## config.mk

```make
export PLATFORM = sky130hd
export DESIGN_NAME = crt_garner_reconstruct_flat
export DESIGN_NICKNAME = d
export VERILOG_FILES = /design/src/cgr_pkg.sv /design/src/cgr_req_if.sv /design/src/cgr_rsp_if.sv /design/src/cgr_mod_red.sv /design/src/cgr_mod_mul.sv /design/src/cgr_ser_mul.sv /design/src/crt_garner_reconstruct.sv /design/src/flat_wrapper.sv
export SDC_FILE = /design/constraint.sdc
export NUM_CORES = 2
export LEC_CHECK = 0
export ABC_AREA = 1
export CORE_MARGIN = 2
export CORE_UTILIZATION = 46
export DETAILED_ROUTE_END_ITERATION = 12
export DONT_BUFFER_PORTS = 1
export PLACE_DENSITY = 0.66
export SLEW_MARGIN = 20
export SYNTH_ARGS = -nofsm -noshare
export SYNTH_HDL_FRONTEND = slang
export SYNTH_SLANG_ARGS = --single-unit
```

## constraint.sdc

```tcl
create_clock -name clk -period 8.1 [get_ports clk]
set_input_delay 2.025 -clock clk [delete_from_list [all_inputs] [get_ports clk]]
set_output_delay 2.025 -clock clk [all_outputs]
set_load 0.02 [all_outputs]
```

## src/cgr_pkg.sv

```systemverilog
// Shared constants, state encoding and unit control type for the CRT rebuild block.
// No dependencies; compile first.
package cgr_pkg;

	localparam int MAX_MODULI = 4;
	localparam int MOD_W      = 16;
	localparam int VAL_W      = 64;
	localparam int CNT_W      = $clog2(MAX_MODULI + 1);
	localparam int STEP_W     = $clog2(VAL_W + 1);
	localparam int ITER_W     = $clog2(MOD_W);

	// serial units: a clear step, MOD_W shift steps, then the result is read
	localparam logic [STEP_W-1:0] UNIT_END  = STEP_W'(MOD_W + 1);
	localparam logic [STEP_W-1:0] RED_END   = STEP_W'(VAL_W);
	localparam logic [ITER_W-1:0] ITER_LAST = ITER_W'(MOD_W - 1);

	localparam logic STATUS_OK       = 1'b0;
	localparam logic STATUS_OVERFLOW = 1'b1;

	typedef enum logic [2:0] {
		ST_IDLE,
		ST_REDUCE,
		ST_EXP,
		ST_CORR,
		ST_MULT,
		ST_FINISH
	} cgr_state_t;

	typedef struct packed {
		logic clr;
		logic en;
	} cgr_ctl_t;

endpackage

```

## src/cgr_req_if.sv

```systemverilog
// Input channel: residue, modulus and last flag with valid/ready.
// Depends on cgr_pkg.
interface cgr_req_if import cgr_pkg::*; ();
	logic             valid;
	logic             ready;
	logic [MOD_W-1:0] residue;
	logic [MOD_W-1:0] modulus;
	logic             is_last;

	modport source (output valid, residue, modulus, is_last, input ready);
	modport sink (input valid, residue, modulus, is_last, output ready);
endinterface

```

## src/cgr_rsp_if.sv

```systemverilog
// Result channel: rebuilt value and status with valid/ready.
// Depends on cgr_pkg.
interface cgr_rsp_if import cgr_pkg::*; ();
	logic             valid;
	logic             ready;
	logic [VAL_W-1:0] value;
	logic             status;

	modport source (output valid, value, status, input ready);
	modport sink (input valid, value, status, output ready);
endinterface

```

## src/cgr_mod_red.sv

```systemverilog
// Bit-serial reduction of a word, MSB first, by a 16-bit modulus.
// Depends on cgr_pkg.
module cgr_mod_red import cgr_pkg::*; (
	input  logic             clk,
	input  cgr_ctl_t         ctl,
	input  logic             bit_in,
	input  logic [MOD_W-1:0] m,
	output logic [MOD_W-1:0] r
);
	logic [MOD_W-1:0] r_q;
	logic [MOD_W:0]   t;
	logic [MOD_W-1:0] r_nxt;

	// remainder stays below m, so 2r+1 < 2m: one subtract suffices
	always_comb begin
		t = {r_q, bit_in};
		if (t >= {1'b0, m})
			r_nxt = MOD_W'(t - {1'b0, m});
		else
			r_nxt = t[MOD_W-1:0];
	end

	always_ff @(posedge clk) begin
		if (ctl.clr)
			r_q <= '0;
		else if (ctl.en)
			r_q <= r_nxt;
	end

	assign r = r_q;
endmodule

```

## src/cgr_mod_mul.sv

```systemverilog
// Interleaved modular multiplier: one bit of a per cycle while enabled, MSB first.
// Depends on cgr_pkg. Operands must be below m.
module cgr_mod_mul import cgr_pkg::*; (
	input  logic             clk,
	input  cgr_ctl_t         ctl,
	input  logic [MOD_W-1:0] a,
	input  logic [MOD_W-1:0] b,
	input  logic [MOD_W-1:0] m,
	output logic [MOD_W-1:0] r
);
	logic [MOD_W-1:0] a_q;
	logic [MOD_W-1:0] r_q;
	logic [MOD_W:0]   t1;
	logic [MOD_W-1:0] u1;
	logic [MOD_W:0]   t2;
	logic [MOD_W-1:0] r_nxt;

	always_comb begin
		t1 = {r_q, 1'b0};
		if (t1 >= {1'b0, m})
			u1 = MOD_W'(t1 - {1'b0, m});
		else
			u1 = t1[MOD_W-1:0];
		t2 = {1'b0, u1} + (a_q[MOD_W-1] ? {1'b0, b} : '0);
		if (t2 >= {1'b0, m})
			r_nxt = MOD_W'(t2 - {1'b0, m});
		else
			r_nxt = t2[MOD_W-1:0];
	end

	always_ff @(posedge clk) begin
		if (ctl.clr) begin
			a_q <= a;
			r_q <= '0;
		end else if (ctl.en) begin
			a_q <= a_q << 1;
			r_q <= r_nxt;
		end
	end

	assign r = r_q;
endmodule

```

## src/cgr_ser_mul.sv

```systemverilog
// Shift-add multiplier: 16-bit multiplier MSB first into a 64-bit product, wrapping.
// Depends on cgr_pkg.
module cgr_ser_mul import cgr_pkg::*; (
	input  logic             clk,
	input  cgr_ctl_t         ctl,
	input  logic [MOD_W-1:0] mplier,
	input  logic [VAL_W-1:0] mcand,
	output logic [VAL_W-1:0] prod
);
	logic [MOD_W-1:0] mp_q;
	logic [VAL_W-1:0] acc_q;

	always_ff @(posedge clk) begin
		if (ctl.clr) begin
			mp_q  <= mplier;
			acc_q <= '0;
		end else if (ctl.en) begin
			mp_q  <= mp_q << 1;
			acc_q <= (acc_q << 1) + (mp_q[MOD_W-1] ? mcand : '0);
		end
	end

	assign prod = acc_q;
endmodule

```

## src/crt_garner_reconstruct.sv

```systemverilog
// Garner CRT reconstruction, one (residue, modulus) transaction at a time.
// Per pair: the first pair or an extra pair goes straight to finish, a modulus below two
// skips to the multiply, and any other pair passes the 64-bit serial reduction, the
// sixteen square-and-multiply rounds (clear, 16 steps, read), the correction and the multiply.
// Only one pair is in flight; the next is accepted once the block is back in idle.
// arst_n clears the set state (value 0, product 1, count 0) and the result valid flag.
module crt_garner_reconstruct import cgr_pkg::*; (
	input logic   clk,
	input logic   arst_n,
	cgr_req_if.sink   req,
	cgr_rsp_if.source rsp
);
	cgr_state_t state_q, state_nxt;

	// set state
	logic [VAL_W-1:0] val_q;
	logic [VAL_W-1:0] prod_q;
	logic [CNT_W-1:0] cnt_q;
	logic             ovf_q;

	// captured transaction
	logic [MOD_W-1:0] mod_q;
	logic             last_q;

	// sequencing
	logic [STEP_W-1:0] step_q;
	logic [ITER_W-1:0] iter_q;

	// serial feeds and working values
	logic [VAL_W-1:0] vsh_q, psh_q, rsh_q;
	logic [MOD_W-1:0] acc_q, base_q, diff_q, corr_q;
	logic [MOD_W-1:0] exp_e;

	// result register
	logic             out_v_q;
	logic [VAL_W-1:0] out_value_q;
	logic             out_status_q;

	cgr_ctl_t red_ctl, mm_ctl, sm_ctl;
	logic [MOD_W-1:0] vr, pr, rr, mma_r, mmb_r, mma_a, mma_b;
	logic [VAL_W-1:0] cp_prod, mp_prod;
	logic             req_fire, out_free, out_load, unit_done;
	logic [MOD_W:0]   diff_raw;
	logic [MOD_W-1:0] diff_nxt;

	assign req_fire  = req.valid && req.ready;
	assign out_free  = !out_v_q || rsp.ready;
	assign out_load  = (state_q == ST_FINISH) && last_q && out_free;
	assign unit_done = (step_q == UNIT_END);
	assign exp_e     = mod_q - MOD_W'(2);

	// next state
	always_comb begin
		state_nxt = state_q;
		unique case (state_q)
			ST_IDLE: begin
				if (req.valid) begin
					if (cnt_q >= CNT_W'(MAX_MODULI) || cnt_q == '0)
						state_nxt = ST_FINISH;
					else if (req.modulus < MOD_W'(2))
						state_nxt = ST_MULT;
					else
						state_nxt = ST_REDUCE;
				end
			end
			ST_REDUCE: begin
				if (step_q == RED_END)
					state_nxt = ST_EXP;
			end
			ST_EXP: begin
				if (unit_done && iter_q == ITER_LAST)
					state_nxt = ST_CORR;
			end
			ST_CORR: begin
				if (unit_done)
					state_nxt = ST_MULT;
			end
			ST_MULT: begin
				if (unit_done)
					state_nxt = ST_FINISH;
			end
			ST_FINISH: begin
				if (!last_q || out_free)
					state_nxt = ST_IDLE;
			end
			default: state_nxt = ST_IDLE;
		endcase
	end

	// unit controls and handshake outputs
	always_comb begin
		req.ready   = (state_q == ST_IDLE);
		red_ctl.clr = (state_q == ST_IDLE);
		red_ctl.en  = (state_q == ST_REDUCE) && (step_q != RED_END);
		mm_ctl.clr  = (state_q == ST_EXP || state_q == ST_CORR) && (step_q == '0);
		mm_ctl.en   = (state_q == ST_EXP || state_q == ST_CORR) && (step_q != '0) && !unit_done;
		sm_ctl.clr  = (state_q == ST_MULT) && (step_q == '0);
		sm_ctl.en   = (state_q == ST_MULT) && (step_q != '0) && !unit_done;
		mma_a       = acc_q;
		mma_b       = (state_q == ST_CORR) ? diff_q : base_q;
	end

	// difference of residues, taken non-negative modulo the modulus
	always_comb begin
		diff_raw = {1'b0, rr} + {1'b0, mod_q} - {1'b0, vr};
		if (diff_raw >= {1'b0, mod_q})
			diff_nxt = MOD_W'(diff_raw - {1'b0, mod_q});
		else
			diff_nxt = diff_raw[MOD_W-1:0];
	end

	cgr_mod_red u_red_v (.clk, .ctl(red_ctl), .bit_in(vsh_q[VAL_W-1]), .m(mod_q), .r(vr));
	cgr_mod_red u_red_p (.clk, .ctl(red_ctl), .bit_in(psh_q[VAL_W-1]), .m(mod_q), .r(pr));
	cgr_mod_red u_red_r (.clk, .ctl(red_ctl), .bit_in(rsh_q[VAL_W-1]), .m(mod_q), .r(rr));

	cgr_mod_mul u_mm_a (.clk, .ctl(mm_ctl), .a(mma_a), .b(mma_b), .m(mod_q), .r(mma_r));
	cgr_mod_mul u_mm_b (.clk, .ctl(mm_ctl), .a(base_q), .b(base_q), .m(mod_q), .r(mmb_r));

	cgr_ser_mul u_sm_c (.clk, .ctl(sm_ctl), .mplier(corr_q), .mcand(prod_q), .prod(cp_prod));
	cgr_ser_mul u_sm_m (.clk, .ctl(sm_ctl), .mplier(mod_q), .mcand(prod_q), .prod(mp_prod));

	always_ff @(posedge clk or negedge arst_n) begin
		if (!arst_n) begin
			state_q <= ST_IDLE;
			val_q   <= '0;
			prod_q  <= VAL_W'(1);
			cnt_q   <= '0;
			ovf_q   <= 1'b0;
			step_q  <= '0;
			iter_q  <= '0;
			out_v_q <= 1'b0;
		end else begin
			state_q <= state_nxt;
			// a new result takes precedence over the retiring one
			if (out_load)
				out_v_q <= 1'b1;
			else if (rsp.valid && rsp.ready)
				out_v_q <= 1'b0;
			case (state_q)
				ST_IDLE: begin
					step_q <= '0;
					iter_q <= '0;
					if (req_fire) begin
						// extra pair: drop it and flag the set; first pair: load directly
						if (cnt_q >= CNT_W'(MAX_MODULI)) begin
							ovf_q <= 1'b1;
						end else if (cnt_q == '0) begin
							val_q  <= VAL_W'(req.residue);
							prod_q <= VAL_W'(req.modulus);
							cnt_q  <= CNT_W'(1);
						end
					end
				end
				ST_REDUCE: begin
					step_q <= (step_q == RED_END) ? '0 : step_q + STEP_W'(1);
				end
				ST_EXP: begin
					if (unit_done) begin
						step_q <= '0;
						iter_q <= iter_q + ITER_W'(1);
					end else begin
						step_q <= step_q + STEP_W'(1);
					end
				end
				ST_CORR, ST_MULT: begin
					step_q <= unit_done ? '0 : step_q + STEP_W'(1);
					if (state_q == ST_MULT && unit_done) begin
						val_q  <= val_q + cp_prod;
						prod_q <= mp_prod;
						cnt_q  <= cnt_q + CNT_W'(1);
					end
				end
				ST_FINISH: begin
					// on the last pair, clear the set once the result register is free
					if (out_load) begin
						val_q   <= '0;
						prod_q  <= VAL_W'(1);
						cnt_q   <= '0;
						ovf_q   <= 1'b0;
					end
				end
				default: ;
			endcase
		end
	end

	// payload registers
	always_ff @(posedge clk) begin
		if (req_fire) begin
			mod_q  <= req.modulus;
			last_q <= req.is_last;
			vsh_q  <= val_q;
			psh_q  <= prod_q;
			rsh_q  <= VAL_W'(req.residue);
			corr_q <= '0;
		end
		if (red_ctl.en) begin
			vsh_q <= vsh_q << 1;
			psh_q <= psh_q << 1;
			rsh_q <= rsh_q << 1;
		end
		if (state_q == ST_REDUCE && step_q == RED_END) begin
			base_q <= pr;
			diff_q <= diff_nxt;
			acc_q  <= MOD_W'(1);
		end
		if (state_q == ST_EXP && unit_done) begin
			if (exp_e[iter_q])
				acc_q <= mma_r;
			base_q <= mmb_r;
		end
		if (state_q == ST_CORR && unit_done)
			corr_q <= mma_r;
		if (out_load) begin
			out_value_q  <= ovf_q ? '0 : val_q;
			out_status_q <= ovf_q ? STATUS_OVERFLOW : STATUS_OK;
		end
	end

	assign rsp.valid  = out_v_q;
	assign rsp.value  = out_value_q;
	assign rsp.status = out_status_q;

`ifndef SYNTHESIS
	a_cnt_bound: assert property (@(posedge clk) disable iff (!arst_n)
		cnt_q <= CNT_W'(MAX_MODULI))
		else $error("pair count beyond bound");

	a_ovf_full: assert property (@(posedge clk) disable iff (!arst_n)
		ovf_q |-> cnt_q == CNT_W'(MAX_MODULI))
		else $error("overflow flagged before set was full");

	a_clear_after_emit: assert property (@(posedge clk) disable iff (!arst_n)
		out_load |=> (cnt_q == '0) && !ovf_q && out_v_q)
		else $error("set state not cleared on emit");

	a_step_bound: assert property (@(posedge clk) disable iff (!arst_n)
		(state_q != ST_REDUCE) |-> step_q <= UNIT_END)
		else $error("unit step counter overran");
`endif
endmodule
```

## src/flat_wrapper.sv

```systemverilog
// flat-port wrapper written by rule: the top's interface ports become plain ports
module crt_garner_reconstruct_flat import cgr_pkg::*;
  (clk, arst_n, req_valid, req_residue, req_modulus, req_is_last, req_ready, rsp_valid, rsp_value, rsp_status, rsp_ready);
  cgr_req_if req_i ();
  cgr_rsp_if rsp_i ();
  input logic clk;
  input logic arst_n;
  input wire logic [$bits(req_i.valid)-1:0] req_valid;
  input wire logic [$bits(req_i.residue)-1:0] req_residue;
  input wire logic [$bits(req_i.modulus)-1:0] req_modulus;
  input wire logic [$bits(req_i.is_last)-1:0] req_is_last;
  output wire logic [$bits(req_i.ready)-1:0] req_ready;
  output wire logic [$bits(rsp_i.valid)-1:0] rsp_valid;
  output wire logic [$bits(rsp_i.value)-1:0] rsp_value;
  output wire logic [$bits(rsp_i.status)-1:0] rsp_status;
  input wire logic [$bits(rsp_i.ready)-1:0] rsp_ready;
  assign req_i.valid = req_valid;
  assign req_i.residue = req_residue;
  assign req_i.modulus = req_modulus;
  assign req_i.is_last = req_is_last;
  assign req_ready = req_i.ready;
  assign rsp_valid = rsp_i.valid;
  assign rsp_value = rsp_i.value;
  assign rsp_status = rsp_i.status;
  assign rsp_i.ready = rsp_ready;
  crt_garner_reconstruct u_core (.clk(clk), .arst_n(arst_n), .req(req_i), .rsp(rsp_i));
endmodule
```

* Word-level counts from Yosys, hierarchy flattened
Index checks and enable logic that the tools add are counted.
** Cells by class
- Add/sub/neg operators :: 19
- Multiplexer cells :: 75
- Reductions and logical operators :: 43
- Equal/unequal tests :: 22
- $lt $le $gt $ge :: 11
** Operators with widths (count)
- 2-to-1 mux 64 bit :: 18
- 2-to-1 mux 16 bit :: 26
- case mux 64 bit (3 select lines) :: 2
- adder 64 bit :: 3
- greater-or-equal comparator 17 x 16 -> 1 bit :: 8
- subtractor 16 bit :: 8
- adder 16 x 16 -> 17 bit :: 3
- 2-to-1 mux 3 bit :: 13
- case mux 7 bit (3 select lines) :: 1
- case mux 3 bit (6 select lines) :: 1
- subtractor 17 x 16 -> 17 bit :: 1
- logical AND 1 bit :: 16
- less-than comparator 16 x 2 -> 1 bit (second input constant) :: 1
- nonzero test 2 bit :: 8
- subtractor 16 x 2 -> 16 bit (second input constant) :: 1
- 2-to-1 mux 7 bit :: 2
- inequality test 2 bit (second input constant) :: 7
- inequality test 2 x 1 -> 1 bit (second input constant) :: 6
- AND reduction 6 bit :: 2
- case mux 3 bit (3 select lines) :: 1
- case mux 4 bit (2 select lines) :: 1
- adder 7 x 1 -> 7 bit (second input constant) :: 1
- equality test 7 x 5 -> 1 bit (second input constant) :: 1
- equality test 7 bit (second input constant) :: 1
- other kinds (23) :: 38
** Storage, ports and cells
- Logic and storage cells :: 203
- Output and inout bits :: 67
- Register bits :: 757
- Bits of input ports :: 37

* Logic depth before layout (Yosys ltp)
- Word-level depth :: 6
- Mapped depth :: 36

* Modules after synthesis
From an unflattened synthesis, not the netlist that was laid out.
** Second synthesis, totals
- Cell total of the unflattened synthesis :: 9329
- Area total of the unflattened synthesis :: 60798.3 um^2
** By module, submodules not included
- crt_garner_reconstruct :: times used 1, area an instance 26914.6 um^2, cells each 3207, sequential area each 13639.3 um^2
- cgr_ser_mul :: times used 2, area an instance 9211.3 um^2, cells each 1757, sequential area each 1761.7 um^2
- cgr_mod_mul (u_core.u_mm_b) :: times used 1, area an instance 4740.8 um^2, cells each 815, sequential area each 800.8 um^2
- cgr_mod_mul (u_core.u_mm_a) :: times used 1, area an instance 4689.5 um^2, cells each 818, sequential area each 800.8 um^2
- cgr_mod_red (u_core.u_red_r ...) :: times used 2, area an instance 2014.4 um^2, cells each 326, sequential area each 320.3 um^2
- cgr_mod_red (u_core.u_red_p) :: times used 1, area an instance 2001.9 um^2, cells each 323, sequential area each 320.3 um^2

* Least setup slack after synthesis
Ideal clock, no wire load.
- Path type :: input port to flip-flop
- Start :: input req_valid
- End :: register u_core.psh_q[10], enable pin
- Path slack :: 1042 ps
- Arrival :: 5538 ps
- Path buffers :: 1
- Cell stages on the path :: 5
- Setup time :: 1520 ps
- Cells stage by stage :: inv_1 -> nor2_1 -> inv_1 -> clkbuf_1 -> nand2_1
** On the way
- Longest elaborated chain between the ends :: 2
** Ends and longest elaborated chain
- from (decl) :: line flat_wrapper.sv:8 : input wire logic [$bits(req_i.valid)-1:0] req_valid;
- logical AND 1 bit :: line crt_garner_reconstruct.sv:46 : assign req_fire = req.valid && req.ready;
- nonzero test 2 bit (no line)
- to (signal assigned) :: line crt_garner_reconstruct.sv:193 : psh_q <= prod_q;
- to (signal assigned) :: line crt_garner_reconstruct.sv:199 : psh_q <= psh_q << 1;
- to (decl) :: line crt_garner_reconstruct.sv:30 : logic [VAL_W-1:0] vsh_q, psh_q, rsh_q;
No other way between the ends.
A chain may end at the register's enable or synchronous reset.

* Worst setup path in the final report
- Start :: register u_core.mod_q[1]
- End :: register u_core.u_mm_a.r_q[10] (netlist: u_core.u_mm_a.r[10])
** On the way
- Longest elaborated chain between the ends :: 5
- Elaborated cells between the ends (all ways) :: 7
- Those cells by class :: 3 x add/sub; 2 x order compare; 2 x mux
** Ends and longest elaborated chain
- from (decl) :: line crt_garner_reconstruct.sv:22 : logic [MOD_W-1:0] mod_q;
- from (signal assigned) :: line crt_garner_reconstruct.sv:190 : mod_q <= req.modulus;
- subtractor 16 bit or greater-or-equal comparator 17 x 16 -> 1 bit (tied branches) :: line cgr_mod_mul.sv:21, cgr_mod_mul.sv:20
- 2-to-1 mux 16 bit :: line cgr_mod_mul.sv:20 : if (t1 >= {1'b0, m})
- adder 16 x 16 -> 17 bit :: line cgr_mod_mul.sv:24 : t2 = {1'b0, u1} + (a_q[MOD_W-1] ? {1'b0, b} : '0);
- subtractor 16 bit or greater-or-equal comparator 17 x 16 -> 1 bit (tied branches) :: line cgr_mod_mul.sv:26, cgr_mod_mul.sv:25
- 2-to-1 mux 16 bit * :: line cgr_mod_mul.sv:25 : if (t2 >= {1'b0, m})
- to (signal assigned) :: line cgr_mod_mul.sv:37 : r_q <= r_nxt;
- to (decl) :: line cgr_mod_mul.sv:12 : logic [MOD_W-1:0] r_q;
Mark *: on every way between the ends. The rest lies on a longest branch, timed or not.

==> impl_metrics.py <==
metrics = {
    "status": {
        "status": "finished, final reports clean",
    },
    "finish": {
        "fin_area_um2": 60900,
        "fillers": 12400,
        "nets": 8656,
        "drive_gt1_share_pct": 3.16,
        "stdcell_count": 9920,
        "area_growth_pct": 8.24,
    },
    "sta": {
        "tightest_slew_ns": 1.01,
        "whs_ns": 0.461,
        "tns_ns": 0,
        "max_slew_margin_pct": 32.7,
        "fin_crit_ns": 6.86,
        "rsz0062_at_grt": "false",
        "max_freq_mhz": 146,
        "worst_slack_ns": 1.24,
        "finalCritPeriodShare_pct": 84.7,
        "finClkSkew_ns": 0.0329,
        "finalHoldViolCount": 0,
        "drv_slew": 0,
        "finalSetupViolations": 0,
    },
    "clocking": {
        "root_buffer": "clkbuf_16",
        "clk_latency_ns": 0.70,
        "postCtsSetupBuffers": 0,
        "cts.path.max_buffers": 3,
        "cts_buffers": 88,
        "cts_tree": "yes",
        "h-tree-depth": 3,
        "cts_hold_buf": 0,
        "clk_pin_slew_worst_paths_ns": 0.06,
        "cts_sinks": 757,
        "cts_resized": 0,
    },
    "synth": {
        "synth_ff_type": "edfxtp_1",
        "synth_area_per_cell_um2": 6.79,
        "async_flop_share_pct": 19.4,
        "seq_area_frac_synth_pct": 35.1,
        "ys_warn_count": 0,
        "synth_top_area_cell": "edfxtp_1",
        "yosysMostFrequentCell": "nand2_1",
        "syn_area_um2": 56200,
        "syn-num-nets": 8716,
        "netlist.area_leader.share_pct": 20.5,
        "ys_seq_elements": 757,
        "yosysUniqueCellTypes": 57,
        "synthCells": 8278,
        "synth_edf_count": 383,
        "netlist_top_cells_count": "2,330 x nand2_1, 1,402 x inv_1, 780 x nor2_1, 653 x o21ai_0, 600 x a21oi_1",
        "yosys-top-cells-area": "edfxtp_1 20%, nand2_1 16%, inv_1 9.4%",
    },
    "critical_path": {
        "end_kind": "flip-flop",
        "cp.required_ns": 8.69,
        "cpPeakStageDelay_ns": 0.59,
        "r2r_cells": 32,
        "cp-endpoint": "u_core.u_mm_a.r[10]",
        "crit_type": "reg -> reg",
        "crit_arrival_ns": 7.44,
        "path_max_fanout": 30,
        "crit_top_cell": "nand2_1",
        "slowest_stage": "a21oi_2",
        "crit_cells": 32,
        "crit_buf_inv": 4,
        "reg2reg_to": "u_core.u_mm_a.r[10]",
        "startpoint": "u_core.mod_q[1]",
        "r2r-start": "u_core.mod_q[1]",
        "r2r_slack_ns": 1.24,
        "crit_family": "simple AND/OR/NAND/NOR gates",
        "critPathLaunchType": "flip-flop",
    },
    "drt": {
        "via_per_inst": 5.41,
        "dr.pass1.iters": 9,
        "wl_um": 191000,
        "drt-initial-drc-count": 5176,
        "detail-route-antenna-nets": 0,
        "vias": 53600,
        "wire_per_inst_um": 19.3,
        "route.detailed.drc": 0,
    },
    "placed_design": {
        "portBuffers": 0,
        "post-place-ws_ns": 1.24,
        "dpl_cell_area_um2": 57900,
        "gp_congestion": 1.01,
        "dpl.hpwl_um": 149000,
        "placed_cells": 9753,
    },
    "grt": {
        "grt_max_degree": 148,
        "grt_pass1_wl_um": 292000,
        "grt_usage_pct": 29.7,
        "antenna_found_initial": 3,
        "grt_pass1_vias": 49900,
        "grt-ovfl-total": 0,
    },
    "power_and_ir_drop": {
        "combPwrFrac_pct": 59.6,
        "power_frac_clock_pct": 15.2,
        "p_sw_share_pct": 51.2,
        "seq_power_share_pct": 25.2,
        "power.switching_mw": 14.0,
        "power_density_nw_per_um2": 447,
        "leakagePower_nw": 30.1,
        "p_int_mw": 13.3,
        "ir_worst_vdd_mv": 0.313,
    },
    "floorplan": {
        "initial_core_util_pct": 46.3,
        "ios": 104,
        "coreArea_um2": 122000,
        "die_w_um": 354,
        "num_rows": 128,
        "die_h_um": 354,
        "design.die.area_um2": 125000,
    },
    "min_path": {
        "hold_class": "reg -> reg",
    },
    "run": {
        "cap_violations": 0,
    },
}
-- worst reg2reg max path: cells and delay by family, from the launching register on --
| family | cells | cell delay, ns |
|---|---|---|
| xor+xnor | 1 | 0.28 |
| simple gates | 19 | 2.96 |
| fa+ha+maj | 4 | 1.32 |
| buf+inv | 4 | 0.53 |
| flops | 1 | 0.54 |
| compound gates | 4 | 1.15 |
-- kinds of logic (layout without fill, tap and decap cells) --
group                    after synthesis  count (layout)  synth area share [%]
XOR/XNOR                             175             175                  2.73
AO/OA/AOI/OAI                       1479            1479                  14.1
other                                  0               1                     0
flip-flops                           757             757                  35.1
adder cells (fa/ha/maj)              401             401                  9.31
AND/OR/NAND/NOR                     3845            3845                  27.8
buffers and inverters               1621            1637                  11.0
-- flip-flops by register name, summed over array words and instances (netlist names), 16 cells and up --
name / flops
u_core.val_q: 64
u_core.corr_q: 16
u_core.base_q: 16
u_core.u_sm_c.prod: 64
u_core.diff_q: 16
u_core.u_sm_c.mp_q: 16
u_core.u_red_r.r: 16
u_core.mod_q: 16
u_core.u_red_p.r: 16
u_core.vsh_q: 64
u_core.acc_q: 16
u_core.u_mm_a.r: 16
u_core.u_mm_b.r: 16
u_core.rsh_q: 64
u_core.u_sm_m.mp_q: 16
u_core.u_mm_a.a_q: 16
u_core.rsp.value: 64
u_core.u_red_v.r: 16
u_core.psh_q: 64
u_core.u_sm_m.prod: 64
u_core.u_mm_b.a_q: 16
u_core.prod_q: 64
-- metal layers --
metal  vias to the layer above  global-route usage [%]  wire (um)
met1                     24900                    39.5      82500
li1                      26500                       -          -
met5                         -                       0         33
met2                      1861                    49.8      89200
met4                         4                    10.2       7040
met3                       325                    3.92      12700
-- power by group through the flow --
stage                     sequential, mW  clock (mW)  combinational (mW)
after floorplan                     6.53           0                11.8
after global placement              6.89           0                16.0
after detailed placement            6.91           0                16.0
after CTS                           6.85        4.22                16.1
after global routing                6.95        4.36                18.2
final                               6.85        4.15                16.2
-- worst min path at each step --
| stage | end | cells after the start | start |
|---|---|---|---|
| after floorplan | u_core.prod_q[63] | 2 | u_core.u_sm_m.prod[63] |
| after global placement | u_core.prod_q[63] | 2 | u_core.u_sm_m.prod[63] |
| after detailed placement | u_core.prod_q[63] | 2 | u_core.u_sm_m.prod[63] |
| after CTS | u_core.prod_q[63] | 2 | u_core.u_sm_m.prod[63] |
| after global routing | u_core.prod_q[63] | 2 | u_core.u_sm_m.prod[63] |
| final | u_core.prod_q[63] | 2 | u_core.u_sm_m.prod[63] |
-- layout make-up --
type,count,area [um2],area share (%)
Antenna cell,1,2.50,0.00411
Clock buffer,110,2400,3.94
Clock inverter,56,574,0.944
Inverter,1414,5320,8.74
Multi-Input combinational cell,5900,30300,49.9
Sequential cell,757,19700,32.4
Tap cell,1625,2030,3.34
Timing Repair Buffer,57,465,0.765
-- cells in the final DEF (no fill, tap or decap), types with 82 or more instances in the layout --
| master | Yosys | layout |
|---|---|---|
| dfrtp_1 | 146 | 145 |
| xnor2_1 | 82 | 82 |
| nor2_1 | 780 | 776 |
| o21ai_0 | 653 | 653 |
| clkbuf_16 | 0 | 91 |
| dfxtp_1 | 227 | 227 |
| nand2_1 | 2330 | 2328 |
| nand3_1 | 550 | 549 |
| ha_1 | 372 | 372 |
| inv_1 | 1402 | 1398 |
| xor2_1 | 93 | 93 |
| a21oi_1 | 600 | 600 |
| edfxtp_1 | 383 | 383 |
-- per-stage QoR --
step	util, %	total power, mW
6_report	50.1	27.2
5_1_grt	50.1	29.6
4_1_cts	50.1	27.2
3_5_place_dp	47.6	22.9
3_3_place_gp	47.6	22.8
2_1_floorplan	-	18.4
(Power assumes the default switching activity.)
